<file path="src/hw/rtl/lcc_pkg.sv">
// Shared types for the level-crossing controller.
// State encoding and the controller context record; no dependencies.
`default_nettype none

package lcc_pkg;

  typedef enum logic [2:0] {
    ST_IDLE        = 3'd0,
    ST_EAST        = 3'd1,
    ST_WEST        = 3'd2,
    ST_BOTH        = 3'd3,
    ST_GATE_EAST   = 3'd4,
    ST_GATE_WEST   = 3'd5,
    ST_GATE_BOTH   = 3'd6,
    ST_CLEARING    = 3'd7
  } xing_state_t;

  localparam int unsigned SensorW = 5;

  localparam int unsigned BitEastIn  = 0;
  localparam int unsigned BitWestIn  = 1;
  localparam int unsigned BitEastOut = 2;
  localparam int unsigned BitWestOut = 3;
  localparam int unsigned BitGate    = 4;

  typedef struct packed {
    xing_state_t present;
    xing_state_t ret;
    logic        pending;
  } ctx_t;

endpackage

`default_nettype wire

</file>
<file path="src/hw/rtl/lcc_next.sv">
// Next-state logic of the level-crossing controller for one sensor transaction.
// Depends on lcc_pkg for the state encoding and context record.
`default_nettype none

module lcc_next (
  input  wire logic                        sensor_update,
  input  wire logic [lcc_pkg::SensorW-1:0] sensor_bits,
  input  wire logic                        priority_request,
  input  wire lcc_pkg::ctx_t               cur,
  output lcc_pkg::ctx_t                    nxt
);
  import lcc_pkg::*;

  logic ein, win, eout, wout, gate, pri;

  assign ein  = sensor_bits[BitEastIn];
  assign win  = sensor_bits[BitWestIn];
  assign eout = sensor_bits[BitEastOut];
  assign wout = sensor_bits[BitWestOut];
  assign gate = sensor_bits[BitGate];
  assign pri  = priority_request;

  always_comb begin
    nxt = cur;
    if (sensor_update) begin
      case (cur.present)
        ST_IDLE: begin
          if (pri) begin
            nxt.ret     = ST_IDLE;
            nxt.pending = 1'b1;
          end else if (cur.pending) begin
            nxt.present = cur.ret;
            nxt.pending = 1'b0;
          end else if (ein && win) begin
            nxt.present = ST_BOTH;
          end else if (ein) begin
            nxt.present = ST_EAST;
          end else if (win) begin
            nxt.present = ST_WEST;
          end
        end
        ST_EAST: begin
          if (pri) begin
            nxt = '{present: ST_CLEARING, ret: ST_EAST, pending: 1'b1};
          end else if (win) begin
            nxt.present = ST_BOTH;
          end else if (gate) begin
            nxt.present = ST_GATE_EAST;
          end
        end
        ST_WEST: begin
          if (pri) begin
            nxt = '{present: ST_CLEARING, ret: ST_WEST, pending: 1'b1};
          end else if (ein) begin
            nxt.present = ST_BOTH;
          end else if (gate) begin
            nxt.present = ST_GATE_WEST;
          end
        end
        ST_BOTH: begin
          if (pri) begin
            nxt = '{present: ST_CLEARING, ret: ST_BOTH, pending: 1'b1};
          end else if (gate) begin
            nxt.present = ST_GATE_BOTH;
          end
        end
        ST_GATE_EAST: begin
          if (pri) begin
            nxt = '{present: ST_CLEARING, ret: ST_EAST, pending: 1'b1};
          end else if (win) begin
            nxt.present = ST_GATE_BOTH;
          end else if (eout) begin
            nxt.present = ST_CLEARING;
          end
        end
        ST_GATE_WEST: begin
          if (pri) begin
            nxt = '{present: ST_CLEARING, ret: ST_WEST, pending: 1'b1};
          end else if (ein) begin
            nxt.present = ST_GATE_BOTH;
          end else if (wout) begin
            nxt.present = ST_CLEARING;
          end
        end
        ST_GATE_BOTH: begin
          if (pri) begin
            nxt = '{present: ST_CLEARING, ret: ST_BOTH, pending: 1'b1};
          end else if (wout && eout) begin
            nxt.present = ST_CLEARING;
          end else if (wout) begin
            nxt.present = ST_GATE_EAST;
          end else if (eout) begin
            nxt.present = ST_GATE_WEST;
          end
        end
        ST_CLEARING: begin
          if (pri) begin
            if (!gate) nxt.present = ST_IDLE;
          end else if (ein && win) begin
            nxt.present = ST_GATE_BOTH;
          end else if (ein) begin
            nxt.present = ST_GATE_EAST;
          end else if (win) begin
            nxt.present = ST_GATE_WEST;
          end else if (!gate) begin
            nxt.present = ST_IDLE;
          end
        end
        default: begin
          nxt = cur;
        end
      endcase
    end
  end

endmodule

`default_nettype wire

</file>
<file path="src/hw/rtl/level_crossing_controller_core.sv">
// Level-crossing controller: input register, next-state logic, result register.
// An accepted transaction is held in the input register; its result is
// registered in the result register. Throughput: one transaction per cycle
// while out_stall does not hold the result; the context update is combinational.
// Reset: synchronous active-low rst_n empties both stages and returns the
// controller to idle with no override pending.
`default_nettype none

module level_crossing_controller_core (
  input  wire logic                        clk,
  input  wire logic                        rst_n,
  input  wire logic                        in_valid,
  output logic                             in_stall,
  input  wire logic                        in_sensor_update,
  input  wire logic [lcc_pkg::SensorW-1:0] in_sensor_bits,
  input  wire logic                        in_priority_request,
  output logic                             out_valid,
  input  wire logic                        out_stall,
  output logic [2:0]                       out_crossing_state,
  output logic                             out_override_pending
);
  import lcc_pkg::*;

  logic               s1_valid_r;
  logic               s1_update_r;
  logic [SensorW-1:0] s1_bits_r;
  logic               s1_pri_r;
  logic               s1_fire;
  logic               in_fire;

  ctx_t ctx_r;
  ctx_t ctx_nxt;

  logic       out_valid_r;
  logic [2:0] out_state_r;
  logic       out_pending_r;

  assign s1_fire  = s1_valid_r && (!out_valid_r || !out_stall);
  assign in_stall = s1_valid_r && !s1_fire;
  assign in_fire  = in_valid && !in_stall;

  lcc_next u_next (
    .sensor_update    (s1_update_r),
    .sensor_bits      (s1_bits_r),
    .priority_request (s1_pri_r),
    .cur              (ctx_r),
    .nxt              (ctx_nxt)
  );

  always_ff @(posedge clk) begin
    if (!rst_n) begin
      s1_valid_r  <= 1'b0;
      out_valid_r <= 1'b0;
      ctx_r       <= '{present: ST_IDLE, ret: ST_IDLE, pending: 1'b0};
    end else begin
      if (!in_stall) s1_valid_r <= in_valid;
      if (s1_fire) begin
        out_valid_r <= 1'b1;
        ctx_r       <= ctx_nxt;
      end else if (!out_stall) begin
        out_valid_r <= 1'b0;
      end
    end
  end

  // hold payload while its stage is stalled
  always_ff @(posedge clk) begin
    if (in_fire) begin
      s1_update_r <= in_sensor_update;
      s1_bits_r   <= in_sensor_bits;
      s1_pri_r    <= in_priority_request;
    end
    if (s1_fire) begin
      out_state_r   <= ctx_nxt.present;
      out_pending_r <= ctx_nxt.pending;
    end
  end

  assign out_valid            = out_valid_r;
  assign out_crossing_state   = out_state_r;
  assign out_override_pending = out_pending_r;

endmodule

`default_nettype wire

</file>
<file path="config.mk">
export PLATFORM = sky130hd
export DESIGN_NAME = level_crossing_controller_core
export DESIGN_NICKNAME = d
export VERILOG_FILES = /design/src/hw/rtl/lcc_pkg.sv /design/src/hw/rtl/lcc_next.sv /design/src/hw/rtl/level_crossing_controller_core.sv
export SDC_FILE = /design/constraint.sdc
export NUM_CORES = 1
export LEC_CHECK = 0
export ABC_AREA = 1
export BUFFER_PORTS_ARGS = -buffer_cell sky130_fd_sc_hd__buf_2
export CORE_AREA = 2 2 66 68
export DETAILED_ROUTE_END_ITERATION = 8
export DIE_AREA = 0 0 68 70
export SYNTH_ARGS = -nofsm -noshare
export SYNTH_HDL_FRONTEND = slang
export SYNTH_HIERARCHICAL = 1
export SYNTH_SLANG_ARGS = --single-unit
</file>
<file path="constraint.sdc">
create_clock -name clk -period 3.2 [get_ports clk]
set_input_delay 0.16 -clock clk [delete_from_list [all_inputs] [get_ports clk]]
set_output_delay 0.16 -clock clk [all_outputs]
set_load 0.005 [all_outputs]
</file>
==> out/results.txt, run 1 <==
Port Buffers: 16
nets in the synthesized netlist: 205
Avg Synthesized Cell Area: 7.09 µm²
master cell of the clock root buffer: sky130_fd_sc_hd__clkbuf_8
total number of nets in the final design: 218
Synth Area in Compound Gates: 14.6%
total placed instance area: 1430 µm²
chip height: 70 µm
final-report setup violation count: 0
worst vdd rail ir drop: 0.236 mV
sequential cell area: 510 µm²
source of the worst hold timing path: in_sensor_bits[3]
register-to-register setup slack: 1260 ps
Detail Route Antenna Nets: 0
die boundary width: 68 µm
xor-xnor portion of the synthesized cell area: 0%
clk buf depth: 2
maximum number of pins on one net before global-route repair: 17
pre-CTS setup slack: 1310 ps
CTS clk-pin slew, worst paths: 70 ps
top cell family by delay on the critical path: simple AND/OR/NAND/NOR gates
Final Max Slew Viols: 0
vias in the first global route: 1092
Yosys warning count: 6
critical-path maximum fanout: 13
number of buffer and inverter instances along the worst setup path: 1
cts bufs inserted: 3
Fill cells: 441
wire length per cell after detailed routing: 11.8 µm
final routed DRC violation total: 0
capturing element type of the critical path: flip-flop
proportion of synthesized chip area in sequential cells: 37.1%
number of hold violations in the final report: 0
terminus of the critical flop-to-flop path: ctx_r[5]
clock latency of the later-clocked register in the worst-skew pair: 260 ps
post-placement cell count: 254
area grow syn2layout: 8.28%
detailed-route vias per instance: 4.89
count of unique library cells instantiated by Yosys: 26
data arrival at the endpoint of the critical path: 2140 ps
Maximum Capacitance Violations: 0
multiplexer share of the synthesized area: 0%
GR Overflow Total: 0
endpoint required time on the critical path: 3400 ps
Setup TNS: 0 ps
power density over the cells: 422 nW/µm²
worst r2r src: ctx_r[5]
unrepaired setup endpoints after global routing: false
CTS H-Tree Depth: 1
maximum frequency from static timing analysis: 516 MHz
main combinational cell family by area after synthesis: simple AND/OR/NAND/NOR gates
number of vias after detailed routing: 1261
initial antenna violation count: 0
crit path setup slack, layout: 1260 ps
synthesized-area fraction occupied by and/or/nand/nor cells: 33.0%
n_diodes: 0
GR Util All Layers: 13.7%
critical path class: reg -> reg
Top-Level Pins: 17
slew at the pin closest to its max-slew limit: 696 ps
clock period minus worst slack: 1940 ps
clock sink count: 20
CTS tree: yes
length of the first detailed-routing pass in iterations: 4
number of DRC markers after the initial detailed-route iteration: 32
headroom to the max-slew limit: 53.6%
Finished Layout Cells: 258
fin area: 1490 µm²
delay of the slowest cell on the worst path: 770 ps
post-synthesis instance area: 1380 µm²
count of cells along the worst register-to-register path: 10
DP Wirelength: 2270 µm
clock skew after layout: 0.709 ps
Starting Density: 33.2%
total number of placement rows: 24
share of cells above drive strength 1: 18.9%
Critical Path Most Common Cell: sky130_fd_sc_hd__nand2_1
Setup Fix Bufs, Post-CTS: 0
total of flip-flops plus latches after synthesis: 20
global-route wire length before repair: 5040 µm
Resize count post-CTS: 0
endpoint of the worst hold-timing path: s1_bits_r[3]
Final period util: 60.6%
Mapped Cells: 194
area occupied by multi-input gates: 654 µm²
result of the run: finished, final reports clean
cell at the slowest stage of the critical path: sky130_fd_sc_hd__dfxtp_1
post-layout util: 35.9%
cell leakage power: 0.677 nW
global placement routability congestion: 0.972
hold buffer count at CTS: 0
cells traversed along the worst timing path: nand2_2, nor2_1, nand2_1, nand3_1, nand2_1, a21oi_1, inv_1, nand3_1, nand2_1, nor2_1
worst hold-check path type: in -> reg
total wire length: 3060 µm
fraction of the mapped netlist area in adder cells: 0%
standard cell core area: 4140 µm²
hold depth: 1
full die area: 4760 µm²
critical path launch point type: flip-flop
cell families (layout without fill, tap and decap cells):
kind of cell,after synthesis,in the layout
flops,20,20
simple gates,98,98
compound gates,37,37
buf+inv,39,51
sequential cells by signal, indices dropped and copies added (netlist names):
| signal | flops |
|---|---|
| s1_pri_r | 1 |
| out_valid | 1 |
| ctx_r | 7 |
| s1_update_r | 1 |
| out_crossing_state | 3 |
| s1_valid_r | 1 |
| s1_bits_r | 5 |
| out_override_pending | 1 |
Yosys cell counts, drive strengths merged:
library cell | number | area, µm²
buf | 8 | 86.3
nand2 | 55 | 221
o31ai | 1 | 7.51
nor3 | 2 | 10.0
nor4 | 1 | 6.26
o21bai | 1 | 7.51
o21ai | 11 | 55.1
a31oi | 1 | 6.26
a21oi | 20 | 100
nand3 | 15 | 85.1
edfxtp | 11 | 330
nor2 | 25 | 131
inv | 31 | 124
o211ai | 2 | 15.0
a2111oi | 1 | 8.76
dfxtp | 9 | 180
area by class of cell:
class / count / share of cell area [%]
Inverter: 31 / 8.32
Clock buffer: 4 / 3.70
Tap cell: 52 / 4.37
Timing Repair Buffer: 16 / 5.38
Multi-Input combinational cell: 135 / 43.9
Sequential cell: 20 / 34.3
cells in the final DEF (no fill, tap or decap), types with 5 or more instances in the layout:
cell type                  count
sky130_fd_sc_hd__nand2_1      51
sky130_fd_sc_hd__a21oi_1      20
sky130_fd_sc_hd__o21ai_0       5
sky130_fd_sc_hd__nand3_1      13
sky130_fd_sc_hd__inv_1        25
sky130_fd_sc_hd__edfxtp_1     11
sky130_fd_sc_hd__o21ai_1       6
sky130_fd_sc_hd__buf_2        16
sky130_fd_sc_hd__nor2_1       18
sky130_fd_sc_hd__dfxtp_1       9
stage by stage:
| step | power, mW | hold WS [ps] |
|---|---|---|
| after floorplan | 0.418 | 259 |
| after global routing | 0.664 | 65.6 |
| after global placement | 0.443 | 337 |
| final | 0.628 | 72.7 |
| after CTS | 0.635 | 65.0 |
| after detailed placement | 0.441 | 338 |
metal layers:
layer	track usage [%]	wire length [µm]	vias to the layer above	share of wire, %
li1	-	-	643	-
met1	19.3	1460	566	48
met2	19.8	1370	44	45
met3	1.77	134	8	4.4
met4	7.56	92	0	3.0
met5	0	0	-	0
worst max-delay path by stage:
| stage | start | end | slack, ps | depth (start not counted) |
|---|---|---|---|---|
| global route | ctx_r[5] | ctx_r[5] | 1080 | 10 |
| finish | ctx_r[5] | ctx_r[5] | 1260 | 10 |
| global placement | ctx_r[5] | ctx_r[5] | 1290 | 10 |
| floorplan | s1_pri_r | ctx_r[4] | 1790 | 11 |
| detailed placement | ctx_r[5] | ctx_r[5] | 1310 | 10 |
| CTS | ctx_r[5] | ctx_r[5] | 1280 | 10 |
power by group:
part           leakage [nW]  total (mW)  switching [mW]  internal (mW)
registers             0.181       0.320          0.0301          0.290
logic                 0.468       0.117          0.0715         0.0458
clock network        0.0288       0.191          0.0814          0.109
total                 0.677       0.628           0.183          0.445
worst register-to-register path: cells and delay by family (launching register included):
kind	cells	cell delay, ps
AO/OA/AOI/OAI	1	180
AND/OR/NAND/NOR	8	880
buffers and inverters	1	60
flip-flops	1	770
Power figures use the tool's default switching activity.
==> run 2: changes to the inputs <==
- clock period: 3.2 -> 1.72 ns (I/O delays scaled with it)
==> out/results.txt, run 2 (synthesis gave the netlist of run 1 again) <==
met1 track demand over resource in global routing: 19.6% (was 19.3%)
critical path launch point type: flip-flop (unchanged)
die boundary width: 68 µm (unchanged)
CP Capture Point: ctx_r[4] (was ctx_r[5])
chip height: 70 µm (unchanged)
Starting Density: 33.2% (unchanged)
global placement routability congestion: 0.889 (was 0.972)
CTS H-Tree Depth: 1 (unchanged)
initial antenna violation count: 0 (unchanged)
clk buf depth: 2 (unchanged)
standard cell core area: 4140 µm² (unchanged)
met3 Usage GRT: 1.13% (was 1.77%)
most frequent cells in the layout: 51 x sky130_fd_sc_hd__nand2_1, 25 x sky130_fd_sc_hd__inv_1, 19 x sky130_fd_sc_hd__a21oi_1 (was 51 x sky130_fd_sc_hd__nand2_1, 25 x sky130_fd_sc_hd__inv_1, 20 x sky130_fd_sc_hd__a21oi_1)
area grow syn2layout: 21.2% (was 8.28%)
maximum frequency from static timing analysis: 622 MHz (was 516 MHz)
unrepaired setup endpoints after global routing: true (was false)
cell leakage power: 0.762 nW (was 0.677 nW)
clock latency of the later-clocked register in the worst-skew pair: 260 ps (about the same)
Final Max Slew Viols: 0 (unchanged)
cell at the slowest stage of the critical path: sky130_fd_sc_hd__edfxtp_1 (was sky130_fd_sc_hd__dfxtp_1)
register-to-register setup slack: 110 ps (was 1260 ps)
GR Util All Layers: 13.7% (about the same)
vias in the first global route: 1110 (was 1092)
Detail Route Antenna Nets: 0 (unchanged)
Maximum Capacitance Violations: 0 (unchanged)
count of cells along the worst register-to-register path: 11 (was 10)
data arrival at the endpoint of the critical path: 1770 ps (was 2140 ps)
terminus of the critical flop-to-flop path: ctx_r[4] (was ctx_r[5])
pre-CTS setup slack: 5.09 ps (was 1310 ps)
DP Wirelength: 2290 µm (was 2270 µm)
Fill cells: 427 (was 441)
most frequent standard cell in the layout excluding fill and tap cells: sky130_fd_sc_hd__nand2_1 (unchanged)
power density over the cells: 760 nW/µm² (was 422 nW/µm²)
number of vias after detailed routing: 1268 (was 1261)
n_diodes: 0 (unchanged)
cells traversed along the worst timing path: buf_6, nor3_1, o21ai_1, nor2_1, nand3_1, nand2_1, nand2_1, inv_1, nand3_1, nand2_1, nor2_1 (was nand2_2, nor2_1, nand2_1, nand3_1, nand2_1, a21oi_1, inv_1, nand3_1, nand2_1, nor2_1)
slew at the pin closest to its max-slew limit: 457 ps (was 696 ps)
crit path setup slack, layout: 112 ps (was 1260 ps)
endpoint required time on the critical path: 1880 ps (was 3400 ps)
worst r2r src: s1_pri_r (was ctx_r[5])
length of the first detailed-routing pass in iterations: 4 (unchanged)
detailed-route vias per instance: 4.63 (was 4.89)
top cell family by delay on the critical path: simple AND/OR/NAND/NOR gates (unchanged)
final routed DRC violation total: 0 (unchanged)
worst hold-check path type: in -> reg (unchanged)
final-report setup violation count: 0 (unchanged)
Biggest register: ctx_r (unchanged)
total wire length: 2990 µm (was 3060 µm)
total number of placement rows: 24 (unchanged)
Worst setup startpoint: s1_pri_r (was ctx_r[5])
global-route wire length before repair: 5000 µm (was 5040 µm)
delay of the slowest cell on the worst path: 480 ps (was 770 ps)
GRT busiest layer: met2 (unchanged)
hold depth: 3 (was 1)
cts bufs inserted: 3 (unchanged)
number of hold violations in the final report: 0 (unchanged)
wire length per cell after detailed routing: 10.9 µm (was 11.8 µm)
Port Buffers: 16 (unchanged)
capturing element type of the critical path: flip-flop (unchanged)
headroom to the max-slew limit: 69.6% (was 53.6%)
total number of nets in the final design: 234 (was 218)
clock period minus worst slack: 1610 ps (was 1940 ps)
logic depth of the worst setup path including buffers: 11 (was 10)
met2 usage: 20.5% (was 19.8%)
clock skew after layout: 3.16 ps (was 0.709 ps)
number of buffer and inverter instances along the worst setup path: 2 (was 1)
Critical Path Most Common Cell: sky130_fd_sc_hd__nand2_1 (unchanged)
master cell of the clock root buffer: sky130_fd_sc_hd__clkbuf_8 (unchanged)
share of cells above drive strength 1: 24.3% (was 18.9%)
Final period util: 93.5% (was 60.6%)
critical path class: reg -> reg (unchanged)
Top-Level Pins: 17 (unchanged)
Setup TNS: 0 ps (unchanged)
number of flip-flops in the largest register: 7 (unchanged)
CTS tree: yes (unchanged)
CTS clk-pin slew, worst paths: 70 ps (about the same)
result of the run: finished, final reports clean (unchanged)
GR Overflow Total: 0 (unchanged)
clock sink count: 20 (unchanged)
number of DRC markers after the initial detailed-route iteration: 43 (was 32)
worst vdd rail ir drop: 0.596 mV (was 0.236 mV)
critical-path maximum fanout: 5 (was 13)
maximum number of pins on one net before global-route repair: 16 (was 17)
full die area: 4760 µm² (unchanged)
## run 2: cell types whose count changed in the layout (fill, tap and decap cells not counted), sizes merged
| cell | previous run | this run |
|---|---|---|
| buf | 16 | 25 |
| dlygate4sd3 | 0 | 7 |
## run 2: final cells by class
class,instances,area (µm²),share of cell area (%)
Clock buffer,4,66.3,3.98
Inverter,31,124,7.43
Multi-Input combinational cell,135,663,39.8
Sequential cell,20,514,30.9
Tap cell,52,65.1,3.90
Timing Repair Buffer,32,234,14.0
## run 2: layer usage
| metal | vias to the layer above | part of all wire [%] |
|---|---|---|
| met5 | - | 0 |
| met2 | 36 | 46 |
| met3 | 7 | 5.2 |
| li1 | 677 | - |
| met4 | 0 | 2.3 |
| met1 | 548 | 46 |
## run 2: how the worst min path moves through the flow
| stage | slack [ps] | to | start |
|---|---|---|---|
| 4_1_cts | 50 | s1_valid_r | in_valid |
| 3_5_place_dp | 260 | s1_update_r | in_sensor_update |
| 3_3_place_gp | 260 | s1_bits_r[3] | in_sensor_bits[3] |
| 5_1_grt | 70 | s1_valid_r | in_valid |
| 2_1_floorplan | 180 | s1_bits_r[0] | in_sensor_bits[0] |
| 6_report | 60 | s1_valid_r | in_valid |
## run 2: power by group
part           total, mW  leakage [nW]  internal, mW  switching (mW)
Clock              0.411        0.0339         0.252           0.159
Combinational      0.275         0.547         0.120           0.155
Sequential         0.580         0.182         0.541          0.0389
Total               1.27         0.762         0.913           0.353
## run 2: tightest hold or removal path, stage by stage
cell and delay (ps):
sky130_fd_sc_hd__buf_2 100, sky130_fd_sc_hd__inv_1 40, sky130_fd_sc_hd__a21oi_1 50
## run 2: timing repair
action | in CTS | in global routing
gates cloned | 0 | 0
endpoints found under the setup margin | 2 | 5
setup buffers | 0 | 2
gates resized for setup | 1 | 7
hold buffers | 7 | 0
endpoints found under the hold margin | 7 | 0
## run 2: metrics by stage
| stage | area [µm²] | std cells | hold slack, ps | total power, mW | utilization [%] |
|---|---|---|---|---|---|
| 5_1_grt | 1670 | 274 | 66.4 | 1.34 | 40.2 |
| 4_1_cts | 1640 | 272 | 52.5 | 1.27 | 39.5 |
| 3_3_place_gp | 1500 | 261 | 262 | 0.845 | 36.2 |
| 2_1_floorplan | 1380 | 194 | 185 | 0.778 | - |
| 6_report | 1670 | 274 | 57.9 | 1.27 | 40.2 |
| 3_5_place_dp | 1500 | 261 | 265 | 0.843 | 36.2 |
==> run 3: changes to the inputs <==
- RECOVER_POWER: not set -> 50
==> out/results.txt, run 3 (synthesis gave the netlist of run 1 again) <==
result of the run: finished, final reports clean (unchanged)
number of hold violations in the final report: 0 (unchanged)
number of vias after detailed routing: 1271 (was 1268)
final routed DRC violation total: 0 (unchanged)
clk buf depth: 2 (unchanged)
maximum frequency from static timing analysis: 622 MHz (about the same)
worst vdd rail ir drop: 0.596 mV (about the same)
DP Wirelength: 2290 µm (unchanged)
critical path class: reg -> reg (unchanged)
worst hold-check path type: in -> reg (unchanged)
CTS tree: yes (unchanged)
capturing element type of the critical path: flip-flop (unchanged)
Final period util: 93.5% (about the same)
headroom to the max-slew limit: 69.6% (about the same)
GR Util All Layers: 13.7% (unchanged)
full die area: 4760 µm² (unchanged)
clock latency of the later-clocked register in the worst-skew pair: 260 ps (about the same)
power density over the cells: 760 nW/µm² (about the same)
endpoint required time on the critical path: 1880 ps (about the same)
detailed-route vias per instance: 4.64 (was 4.63)
total number of placement rows: 24 (unchanged)
cell leakage power: 0.759 nW (was 0.762 nW)
area grow syn2layout: 21.1% (was 21.2%)
global placement routability congestion: 0.889 (unchanged)
Port Buffers: 16 (unchanged)
total number of nets in the final design: 234 (unchanged)
wire length per cell after detailed routing: 10.9 µm (about the same)
data arrival at the endpoint of the critical path: 1770 ps (about the same)
Top-Level Pins: 17 (unchanged)
die boundary width: 68 µm (unchanged)
global-route wire length before repair: 5000 µm (unchanged)
critical path launch point type: flip-flop (unchanged)
unrepaired setup endpoints after global routing: true (unchanged)
most frequent cells in the layout: 51 x sky130_fd_sc_hd__nand2_1, 25 x sky130_fd_sc_hd__inv_1, 19 x sky130_fd_sc_hd__a21oi_1 (unchanged)
critical-path maximum fanout: 5 (unchanged)
total wire length: 3000 µm (was 2990 µm)
Starting Density: 33.2% (unchanged)
slew at the pin closest to its max-slew limit: 456 ps (was 457 ps)
maximum number of pins on one net before global-route repair: 16 (unchanged)
Detail Route Antenna Nets: 0 (unchanged)
cts bufs inserted: 3 (unchanged)
Final Max Slew Viols: 0 (unchanged)
total placed instance area: 1500 µm² (unchanged)
vias in the first global route: 1110 (unchanged)
length of the first detailed-routing pass in iterations: 5 (was 4)
post-placement cell count: 261 (unchanged)
clock skew after layout: 3.21 ps (was 3.16 ps)
master cell of the clock root buffer: sky130_fd_sc_hd__clkbuf_8 (unchanged)
number of DRC markers after the initial detailed-route iteration: 43 (unchanged)
chip height: 70 µm (unchanged)
final-report setup violation count: 0 (unchanged)
CTS H-Tree Depth: 1 (unchanged)
fin area: 1670 µm² (about the same)
GR Overflow Total: 0 (unchanged)
standard cell core area: 4140 µm² (unchanged)
post-layout total power: 1.27 mW (about the same)
Biggest register: ctx_r (unchanged)
clock period minus worst slack: 1610 ps (about the same)
share of cells above drive strength 1: 23.9% (was 24.3%)
number of flip-flops in the largest register: 7 (unchanged)
initial antenna violation count: 0 (unchanged)
Maximum Capacitance Violations: 0 (unchanged)
clock sink count: 20 (unchanged)
Finished Layout Cells: 274 (unchanged)
post-layout util: 40.2% (about the same)
most frequent standard cell in the layout excluding fill and tap cells: sky130_fd_sc_hd__nand2_1 (unchanged)
Setup TNS: 0 ps (unchanged)
CTS clk-pin slew, worst paths: 70 ps (about the same)
n_diodes: 0 (unchanged)
[run 3: cell count changes in the layout (fill, tap and decap cells not counted), sizes merged]
| cell | delta |
|---|---|
| clkbuf | +1 |
| buf | -1 |
[run 3: layer usage]
layer | GRT usage [%] | vias up | part of all wire (%)
met5 | 0 | - | 0
met4 | 6.67 | 0 | 2.3
met3 | 1.13 | 7 | 5.0
met2 | 20.5 | 36 | 46
met1 | 19.6 | 551 | 46
li1 | - | 677 | -
[run 3: cell type report]
type                    instances  area (µm²)
fillers                       425        2480
multi-input cells             135         663
flip-flops and latches         20         514
repair buffers                 32         233
inverters                      31         124
clock buffers                   4        66.3
well taps                      52        65.1
[run 3: path summary, 6_finish.rpt]
| kind | depth (start not counted) | slack, ps | end | startpoint |
|---|---|---|---|---|
| setup / recovery | 11 | 110 | ctx_r[4] | s1_pri_r |
| hold / removal | 3 | 60 | s1_valid_r | in_valid |
| setup reg to reg | 11 | 110 | ctx_r[4] | s1_pri_r |
| hold reg to reg | 2 | 490 | ctx_r[3] | ctx_r[3] |
[run 3: critical path: stages (launching register included)]
cell                       delay, ps
sky130_fd_sc_hd__edfxtp_1        480
sky130_fd_sc_hd__buf_6           170
sky130_fd_sc_hd__nor3_1          180
sky130_fd_sc_hd__o21ai_1          90
sky130_fd_sc_hd__nor2_1          150
sky130_fd_sc_hd__nand3_1          80
sky130_fd_sc_hd__nand2_1          60
sky130_fd_sc_hd__nand2_1          60
sky130_fd_sc_hd__inv_1            50
sky130_fd_sc_hd__nand3_1          60
sky130_fd_sc_hd__nand2_1          70
sky130_fd_sc_hd__nor2_1           30
[run 3: where the power goes]
| group | leakage [nW] | internal [mW] | switching [mW] |
|---|---|---|---|
| Sequential | 0.182 | 0.541 | 0.0389 |
| Clock | 0.0339 | 0.252 | 0.159 |
| Combinational | 0.544 | 0.120 | 0.155 |
| Total | 0.759 | 0.913 | 0.353 |
[run 3: timing repair]
item	CTS	global route
endpoints found under the setup margin	2	5
setup buffers	0	2
endpoints found under the hold margin	7	0
hold buffers	7	0
resized for setup	1	7
[run 3: per-stage QoR]
step | worst slack, ps | hold slack [ps]
final | 112 | 58.0
after global routing | -60.7 | 66.4
after CTS | 20.9 | 52.5
after detailed placement | 5.09 | 265
after global placement | 19.1 | 262
after floorplan | 314 | 185
